==> src/hw/rtl/rhc_pkg.sv <==
package rhc_pkg;

  localparam int unsigned PIX_W   = 8;
  localparam int unsigned HUE_W   = 9;
  localparam int unsigned PCT_W   = 7;
  localparam int unsigned NUM_W   = 17;
  localparam int unsigned Q_W     = 9;
  localparam int unsigned LANES   = 3;
  localparam int unsigned DIV_STG = Q_W;

  localparam int unsigned LN_HUE = 0;
  localparam int unsigned LN_HSV = 1;
  localparam int unsigned LN_HSL = 2;

  typedef logic [PIX_W-1:0] pix_t;
  typedef logic [NUM_W-1:0] num_t;
  typedef logic [Q_W-1:0]   quo_t;

endpackage

==> src/hw/rtl/rhc_if.sv <==
interface rhc_pix_if;
  logic          valid;
  logic          ready;
  rhc_pkg::pix_t red;
  rhc_pkg::pix_t green;
  rhc_pkg::pix_t blue;
  modport source (output valid, output red, output green, output blue, input ready);
  modport sink   (input valid, input red, input green, input blue, output ready);
endinterface

interface rhc_res_if;
  logic                         valid;
  logic                         ready;
  logic [rhc_pkg::HUE_W-1:0]    hue_degrees;
  logic [rhc_pkg::PCT_W-1:0]    hsv_saturation_pct;
  logic [rhc_pkg::PCT_W-1:0]    value_pct;
  logic [rhc_pkg::PCT_W-1:0]    hsl_saturation_pct;
  logic [rhc_pkg::PCT_W-1:0]    lightness_pct;
  modport source (output valid, output hue_degrees, output hsv_saturation_pct,
                  output value_pct, output hsl_saturation_pct, output lightness_pct,
                  input ready);
  modport sink   (input valid, input hue_degrees, input hsv_saturation_pct,
                  input value_pct, input hsl_saturation_pct, input lightness_pct,
                  output ready);
endinterface

==> src/hw/rtl/rgb_to_hsv_hsl_converter.sv <==
// An input transaction reaches the result through the min/max stage, the
// numerator stage and nine restoring divider stages, one quotient bit each.
// Throughput: one pixel per cycle unless the output stalls; the nine-stage divider
// pipeline sets depth. A stall at the output freezes the whole pipeline; nothing is lost.
// Reset (rst_n low, synchronous) clears all valid bits; data is not reset.
module rgb_to_hsv_hsl_converter (
  input  logic       clk,
  input  logic       rst_n,
  rhc_pix_if.sink    in_pix,
  rhc_res_if.source  out_res
);

  logic en;

  // stage 1: max / min
  logic          s1_vld_r;
  rhc_pkg::pix_t r1_r, g1_r, b1_r, mx1_r, mn1_r;
  rhc_pkg::pix_t mx_nxt, mn_nxt;

  // divider pipeline, index 0 loaded by numerator stage
  logic          st_vld_r [0:rhc_pkg::DIV_STG];
  rhc_pkg::num_t rem_r    [0:rhc_pkg::DIV_STG][0:rhc_pkg::LANES-1];
  rhc_pkg::pix_t dv_r     [0:rhc_pkg::DIV_STG][0:rhc_pkg::LANES-1];
  rhc_pkg::quo_t q_r      [0:rhc_pkg::DIV_STG][0:rhc_pkg::LANES-1];

  // value and lightness, divided by 255 in the numerator stage, delayed alongside
  logic [rhc_pkg::PCT_W-1:0] val_r [0:rhc_pkg::DIV_STG];
  logic [rhc_pkg::PCT_W-1:0] lig_r [0:rhc_pkg::DIV_STG];
  logic [rhc_pkg::PCT_W-1:0] val_nxt, lig_nxt;

  rhc_pkg::num_t num_nxt  [0:rhc_pkg::LANES-1];
  rhc_pkg::pix_t dvs_nxt  [0:rhc_pkg::LANES-1];

  assign en           = !st_vld_r[rhc_pkg::DIV_STG] || out_res.ready;
  assign in_pix.ready = en;

  always_comb begin
    mx_nxt = in_pix.red;
    mn_nxt = in_pix.red;
    if (in_pix.green > mx_nxt) mx_nxt = in_pix.green;
    if (in_pix.blue  > mx_nxt) mx_nxt = in_pix.blue;
    if (in_pix.green < mn_nxt) mn_nxt = in_pix.green;
    if (in_pix.blue  < mn_nxt) mn_nxt = in_pix.blue;
  end

  always_ff @(posedge clk) begin
    if (!rst_n) begin
      s1_vld_r <= 1'b0;
    end else if (en) begin
      s1_vld_r <= in_pix.valid;
    end
    if (en) begin
      r1_r  <= in_pix.red;
      g1_r  <= in_pix.green;
      b1_r  <= in_pix.blue;
      mx1_r <= mx_nxt;
      mn1_r <= mn_nxt;
    end
  end

  // stage 2: numerators and divisors; a zero divisor becomes one (numerator is zero then)
  always_comb begin
    logic [rhc_pkg::PIX_W-1:0] d;
    logic [rhc_pkg::PIX_W:0]   sum;
    logic [rhc_pkg::PIX_W-1:0] den;
    rhc_pkg::num_t             d17;
    logic [15:0]               vx, vt, lx, lt;
    d   = mx1_r - mn1_r;
    sum = {1'b0, mx1_r} + {1'b0, mn1_r};
    den = (sum >= 9'd255) ? rhc_pkg::PIX_W'(9'd510 - sum) : sum[rhc_pkg::PIX_W-1:0];
    d17 = rhc_pkg::NUM_W'(d);

    if (mx1_r == r1_r) begin
      if (g1_r < b1_r) num_nxt[rhc_pkg::LN_HUE] =
          17'd360 * d17 - 17'd60 * rhc_pkg::NUM_W'(b1_r - g1_r);
      else num_nxt[rhc_pkg::LN_HUE] = 17'd60 * rhc_pkg::NUM_W'(g1_r - b1_r);
    end else if (mx1_r == g1_r) begin
      if (b1_r >= r1_r) num_nxt[rhc_pkg::LN_HUE] =
          17'd120 * d17 + 17'd60 * rhc_pkg::NUM_W'(b1_r - r1_r);
      else num_nxt[rhc_pkg::LN_HUE] =
          17'd120 * d17 - 17'd60 * rhc_pkg::NUM_W'(r1_r - b1_r);
    end else begin
      if (r1_r >= g1_r) num_nxt[rhc_pkg::LN_HUE] =
          17'd240 * d17 + 17'd60 * rhc_pkg::NUM_W'(r1_r - g1_r);
      else num_nxt[rhc_pkg::LN_HUE] =
          17'd240 * d17 - 17'd60 * rhc_pkg::NUM_W'(g1_r - r1_r);
    end
    dvs_nxt[rhc_pkg::LN_HUE] = (d == '0) ? 8'd1 : d;

    num_nxt[rhc_pkg::LN_HSV] = 17'd100 * d17;
    dvs_nxt[rhc_pkg::LN_HSV] = (mx1_r == '0) ? 8'd1 : mx1_r;
    num_nxt[rhc_pkg::LN_HSL] = 17'd100 * d17;
    dvs_nxt[rhc_pkg::LN_HSL] = (den == '0) ? 8'd1 : den;

    // x/255 == (x + (x >> 8) + 1) >> 8 for x below 65535
    vx      = 16'd100 * 16'(mx1_r);
    vt      = vx + {8'd0, vx[15:8]} + 16'd1;
    val_nxt = vt[8 +: rhc_pkg::PCT_W];
    // 100*sum/510 == 50*sum/255
    lx      = 16'd50 * 16'(sum);
    lt      = lx + {8'd0, lx[15:8]} + 16'd1;
    lig_nxt = lt[8 +: rhc_pkg::PCT_W];
  end

  always_ff @(posedge clk) begin
    if (!rst_n) begin
      st_vld_r[0] <= 1'b0;
    end else if (en) begin
      st_vld_r[0] <= s1_vld_r;
    end
    if (en) begin
      val_r[0] <= val_nxt;
      lig_r[0] <= lig_nxt;
      for (int l = 0; l < rhc_pkg::LANES; l++) begin
        rem_r[0][l] <= num_nxt[l];
        dv_r[0][l]  <= dvs_nxt[l];
        q_r[0][l]   <= '0;
      end
    end
  end

  // restoring division, one quotient bit per stage, MSB first
  for (genvar s = 0; s < rhc_pkg::DIV_STG; s++) begin : g_div
    localparam int unsigned BIT = rhc_pkg::Q_W - 1 - s;
    rhc_pkg::num_t rem_nxt [0:rhc_pkg::LANES-1];
    rhc_pkg::quo_t q_nxt   [0:rhc_pkg::LANES-1];

    always_comb begin
      for (int l = 0; l < rhc_pkg::LANES; l++) begin
        rhc_pkg::num_t sh;
        sh         = rhc_pkg::NUM_W'(dv_r[s][l]) << BIT;
        rem_nxt[l] = rem_r[s][l];
        q_nxt[l]   = q_r[s][l];
        if (rem_r[s][l] >= sh) begin
          rem_nxt[l]    = rem_r[s][l] - sh;
          q_nxt[l][BIT] = 1'b1;
        end
      end
    end

    always_ff @(posedge clk) begin
      if (!rst_n) begin
        st_vld_r[s+1] <= 1'b0;
      end else if (en) begin
        st_vld_r[s+1] <= st_vld_r[s];
      end
      if (en) begin
        val_r[s+1] <= val_r[s];
        lig_r[s+1] <= lig_r[s];
        for (int l = 0; l < rhc_pkg::LANES; l++) begin
          rem_r[s+1][l] <= rem_nxt[l];
          dv_r[s+1][l]  <= dv_r[s][l];
          q_r[s+1][l]   <= q_nxt[l];
        end
      end
    end
  end

  assign out_res.valid              = st_vld_r[rhc_pkg::DIV_STG];
  assign out_res.hue_degrees        = q_r[rhc_pkg::DIV_STG][rhc_pkg::LN_HUE];
  assign out_res.hsv_saturation_pct =
      q_r[rhc_pkg::DIV_STG][rhc_pkg::LN_HSV][rhc_pkg::PCT_W-1:0];
  assign out_res.value_pct          = val_r[rhc_pkg::DIV_STG];
  assign out_res.hsl_saturation_pct =
      q_r[rhc_pkg::DIV_STG][rhc_pkg::LN_HSL][rhc_pkg::PCT_W-1:0];
  assign out_res.lightness_pct      = lig_r[rhc_pkg::DIV_STG];

  a_accept_enters: assert property (@(posedge clk) disable iff (!rst_n)
    in_pix.valid && in_pix.ready |=> s1_vld_r)
    else $error("accepted transaction did not enter the pipeline");

  a_ranges: assert property (@(posedge clk) disable iff (!rst_n)
    out_res.valid |-> out_res.hue_degrees < 9'd360 && out_res.value_pct <= 7'd100 &&
      out_res.hsv_saturation_pct <= 7'd100 && out_res.hsl_saturation_pct <= 7'd100)
    else $error("result out of range");

  a_light_le_value: assert property (@(posedge clk) disable iff (!rst_n)
    out_res.valid |-> out_res.lightness_pct <= out_res.value_pct)
    else $error("lightness exceeds value");

endmodule
==> src/flat_wrapper.sv <==
// flat-port wrapper written by rule: the top's interface ports become plain ports
module rgb_to_hsv_hsl_converter_flat 
  (clk, rst_n, in_pix_valid, in_pix_red, in_pix_green, in_pix_blue, in_pix_ready, out_res_valid, out_res_hue_degrees, out_res_hsv_saturation_pct, out_res_value_pct, out_res_hsl_saturation_pct, out_res_lightness_pct, out_res_ready);
  rhc_pix_if in_pix_i ();
  rhc_res_if out_res_i ();
  input  logic clk;
  input  logic rst_n;
  input wire logic [$bits(in_pix_i.valid)-1:0] in_pix_valid;
  input wire logic [$bits(in_pix_i.red)-1:0] in_pix_red;
  input wire logic [$bits(in_pix_i.green)-1:0] in_pix_green;
  input wire logic [$bits(in_pix_i.blue)-1:0] in_pix_blue;
  output wire logic [$bits(in_pix_i.ready)-1:0] in_pix_ready;
  output wire logic [$bits(out_res_i.valid)-1:0] out_res_valid;
  output wire logic [$bits(out_res_i.hue_degrees)-1:0] out_res_hue_degrees;
  output wire logic [$bits(out_res_i.hsv_saturation_pct)-1:0] out_res_hsv_saturation_pct;
  output wire logic [$bits(out_res_i.value_pct)-1:0] out_res_value_pct;
  output wire logic [$bits(out_res_i.hsl_saturation_pct)-1:0] out_res_hsl_saturation_pct;
  output wire logic [$bits(out_res_i.lightness_pct)-1:0] out_res_lightness_pct;
  input wire logic [$bits(out_res_i.ready)-1:0] out_res_ready;
  assign in_pix_i.valid = in_pix_valid;
  assign in_pix_i.red = in_pix_red;
  assign in_pix_i.green = in_pix_green;
  assign in_pix_i.blue = in_pix_blue;
  assign in_pix_ready = in_pix_i.ready;
  assign out_res_valid = out_res_i.valid;
  assign out_res_hue_degrees = out_res_i.hue_degrees;
  assign out_res_hsv_saturation_pct = out_res_i.hsv_saturation_pct;
  assign out_res_value_pct = out_res_i.value_pct;
  assign out_res_hsl_saturation_pct = out_res_i.hsl_saturation_pct;
  assign out_res_lightness_pct = out_res_i.lightness_pct;
  assign out_res_i.ready = out_res_ready;
  rgb_to_hsv_hsl_converter u_core (.clk(clk), .rst_n(rst_n), .in_pix(in_pix_i), .out_res(out_res_i));
endmodule
==> config.mk <==
export PLATFORM = sky130hd
export DESIGN_NAME = rgb_to_hsv_hsl_converter_flat
export DESIGN_NICKNAME = d
export VERILOG_FILES = /design/src/hw/rtl/rhc_pkg.sv /design/src/hw/rtl/rhc_if.sv /design/src/hw/rtl/rgb_to_hsv_hsl_converter.sv /design/src/flat_wrapper.sv
export SDC_FILE = /design/constraint.sdc
export NUM_CORES = 2
export LEC_CHECK = 0
export BUFFER_PORTS_ARGS = -buffer_cell sky130_fd_sc_hd__buf_2
export CORE_MARGIN = 8
export CORE_UTILIZATION = 45
export CTS_BUF_LIST = sky130_fd_sc_hd__clkbuf_4
export DETAILED_ROUTE_END_ITERATION = 8
export HOLD_SLACK_MARGIN = 0.05
export SLEW_MARGIN = 20
export SYNTH_ARGS = -nofsm -noshare
export SYNTH_HDL_FRONTEND = slang
export SYNTH_SLANG_ARGS = --single-unit
==> constraint.sdc <==
create_clock -name clk -period 30.3 [get_ports clk]
set_input_delay 1.515 -clock clk [delete_from_list [all_inputs] [get_ports clk]]
set_output_delay 1.515 -clock clk [all_outputs]
set_load 0.02 [all_outputs]
==> flow_summary_export.csv <==
group,metric,value,unit
place,dp_hpwl,83080,um
sta,fin_skew,0.07720,ns
worst_setup_path,worstPathMaxFanout,9,
global_routing,grt_max_degree,157,
synth,yosys_warnings,0,
cells_and_area,final_nets,5932,
drt,vias,35362,
die,die_w,366.9,um
hold_path,holdPathStages,0,
drt,vias_per_cell,5.070,
die,coreArea,122000,um2
worst_setup_path,r2r_slack,22.93,ns
synth,synth_nets,5672,
die,num_io_pins,67,
worst_setup_path,r2r_cells,29,
drt,wl_per_cell,15.27,um
sta,tns,0,ns
sta,max_slew_margin,0.3001,
place,gp_congestion,0.8881,
clock_tree,cts_tree,"yes",
synth,synth.distinct_cells,84,
die,row_count,128,
drt,routed_wl,106500,um
clock_tree,cts-buffers-inserted,226,
sta,tightest_slew,1.044,ns
hold_path,worstHoldEndpoint,"u_core.q_r[6][25]",
sta,rsz0062_at_grt,"false",
drt,drc,0,
synth,netlist_area,55410,um2
synth,async_flop_share,0,
sta,fin_crit,7.369,ns
synth,synth-seq-cells,878,
hold_path,min-delay-start,"u_core.q_r[5][25]",
synth,postSynthCellCount,4930,
worst_setup_path,path_class,"reg2reg",
outcome,outcome,"finished clean",
clock_tree,cts.clk_slew.worst_paths,0.07,ns
synth,synth-edff-count,876,
clock_tree,post_cts.repair.setup_buffers,0,
global_routing,antenna_found_initial,2,
worst_setup_path,reg2reg_from,"u_core.mx1_r[2]",
global_routing,track_usage,0.1570,
die,fp.dieArea,134600,um2
global_routing,grt-ovfl-total,0,
worst_setup_path,timing.rr.end,"u_core.rem_r[0][49]",
clock_tree,cts_resized,0,
sta,post-route-period-util,0.2432,
clock_tree,clock-sinks,878,
die,die_y,366.9,um
clock_tree,clockRootBuffer,"clkbuf_4",
sta,drv_slew,0,
worst_setup_path,max_stage_delay,0.57,ns
worst_setup_path,worstPathRequired,31.17,ns
worst_setup_path,crit_slowest_cell,"edfxtp_1",
clock_tree,htree_levels,4,
clock_tree,clk_latency,1.14,ns
sta,finalSetupViolations,0,
cells_and_area,drive_above_1_share,0.09996,
clock_tree,clk_path_buf_depth,3,
die,initial_core_util,0.4540,
worst_setup_path,setup.worst_path.start_class,"flop",
clock_tree,holdBufCountCts,0,
drt,drtAntennaViolNets,0,
worst_setup_path,cp.arrival,8.24,ns
sta,fmax,0.1357,GHz
drt,firstDrtPassIters,5,
sta,finalHoldViolCount,0,
cells_and_area,syn_to_final_growth,9.319,%
synth,ys.flop_type,"edfxtp_1",
worst_setup_path,crit_path_end_kind,"flop",
worst_setup_path,startpoint,"u_core.mx1_r[2]",
synth,yosysSeqAreaShare,0.4755,
global_routing,grt_pass1_vias,35880,
synth,synth.avg_cell_area,11.24,um2
drt,drt_iter0_markers,1615,
flow_run,maxCapViolCount,0,
global_routing,grt_pass1_wl,175300,um
place,port_buffers,66,
hold_path,hp-class,"reg2reg",
-- routing by layer --
layer	vias to the layer above	global-route usage	share of wire
li1	18193	-	-
met1	16433	0.1917	0.45
met2	524	0.2721	0.49
met3	212	0.03185	0.035
met4	0	0.06143	0.031
met5	-	0	0
-- registers in the layout, summed over array words and instances (netlist names) --
name,cells
u_core.st_vld_r,10
u_core.s1_vld_r,1
u_core.val_r,70
u_core.rem_r,370
u_core.r1_r,8
u_core.dv_r,216
u_core.lig_r,70
u_core.b1_r,8
u_core.mn1_r,8
u_core.q_r,101
u_core.mx1_r,8
u_core.g1_r,8
-- cell type report --
| class | instances | area [um2] |
|---|---|---|
| diodes | 8 | 20.02 |
| fillers | 11081 | 61470 |
| inverters | 655 | 2459 |
| well taps | 1625 | 2033 |
| clock buffers | 327 | 2455 |
| multi-input cells | 3338 | 26410 |
| repair buffers | 91 | 546.8 |
| flip-flops and latches | 878 | 26350 |
| clock inverters | 53 | 304.0 |
-- worst max-delay path: cells and delay by family (launching register included) --
kind / cells / cell delay (ns)
adders and majority gates: 6 / 2.53
AOI/OAI and AO/OA: 13 / 2.26
xor gates and xnor gates: 3 / 0.77
DFF: 1 / 0.57
and+or+nand+nor: 3 / 0.51
buffers and inverters: 4 / 0.49
-- cells in the mapped netlist (36+ instances only) --
library cell,instances,share of area
a21o_1,112,0.015
o21ai_0,252,0.023
o21a_1,37,0.0050
a21boi_0,42,0.0057
fa_1,129,0.047
edfxtp_1,876,0.47
xnor2_1,223,0.035
o21bai_1,36,0.0049
nand3_1,37,0.0033
nor3_1,98,0.0089
a21oi_1,276,0.025
o31ai_1,52,0.0070
nor2_1,306,0.021
nand2b_1,75,0.0085
inv_1,652,0.044
nor4_1,43,0.0049
nand2_1,267,0.018
ha_1,585,0.13
xor2_1,191,0.030
mux2i_1,67,0.012
clkbuf_1,49,0.0033
nor2b_1,84,0.0095
nand4_1,43,0.0049
-- cell families (layout without fill, tap and decap cells) --
kind of cell | Yosys count | in the layout | synth area share
AOI/OAI and AO/OA | 971 | 971 | 0.1098
adders and majority gates | 719 | 719 | 0.1796
buffers and inverters | 714 | 1126 | 0.04862
other | 0 | 8 | 0
and+or+nand+nor | 1133 | 1133 | 0.1020
DFF | 878 | 878 | 0.4755
muxes | 101 | 101 | 0.01901
xor gates and xnor gates | 414 | 414 | 0.06544
-- per-stage QoR --
stage | setup WS, ns | util | instances | instance area [um2] | hold WS [ns]
after detailed placement | 22.94 | 0.4734 | 6587 | 57770 | 0.4045
after CTS | 22.95 | 0.4960 | 6967 | 60530 | 0.3280
after global placement | 23.11 | 0.4734 | 6587 | 57770 | 0.4009
final | 22.93 | 0.4963 | 6975 | 60570 | 0.3447
after floorplan | 2.958 | - | 4930 | 55410 | 0.4003
after global routing | 22.40 | 0.4963 | 6975 | 60570 | 0.3378
-- worst max-delay path by stage --
stage,slack [ns],cells past startpoint,to
global placement,23.11,29,u_core.rem_r[0][49]
detailed placement,22.94,29,u_core.rem_r[0][49]
finish,22.93,29,u_core.rem_r[0][49]
global route,22.40,29,u_core.rem_r[0][49]
CTS,22.95,29,u_core.rem_r[0][49]
floorplan,2.96,3,u_core.st_vld_r[0][0]
-- layout by cell type (no fill, tap or decap), types with 98 or more instances in the layout --
cell type	Yosys	final
inv_1	652	652
nor2_1	306	306
nor3_1	98	98
edfxtp_1	876	876
clkbuf_4	0	327
xor2_1	191	191
ha_1	585	585
nand2_1	267	267
a21o_1	112	112
o21ai_0	252	252
fa_1	129	129
xnor2_1	223	223
a21oi_1	276	276
Power is not shown: default switching activity piles up to over one toggle a cycle in this logic, so the estimate is an artifact.
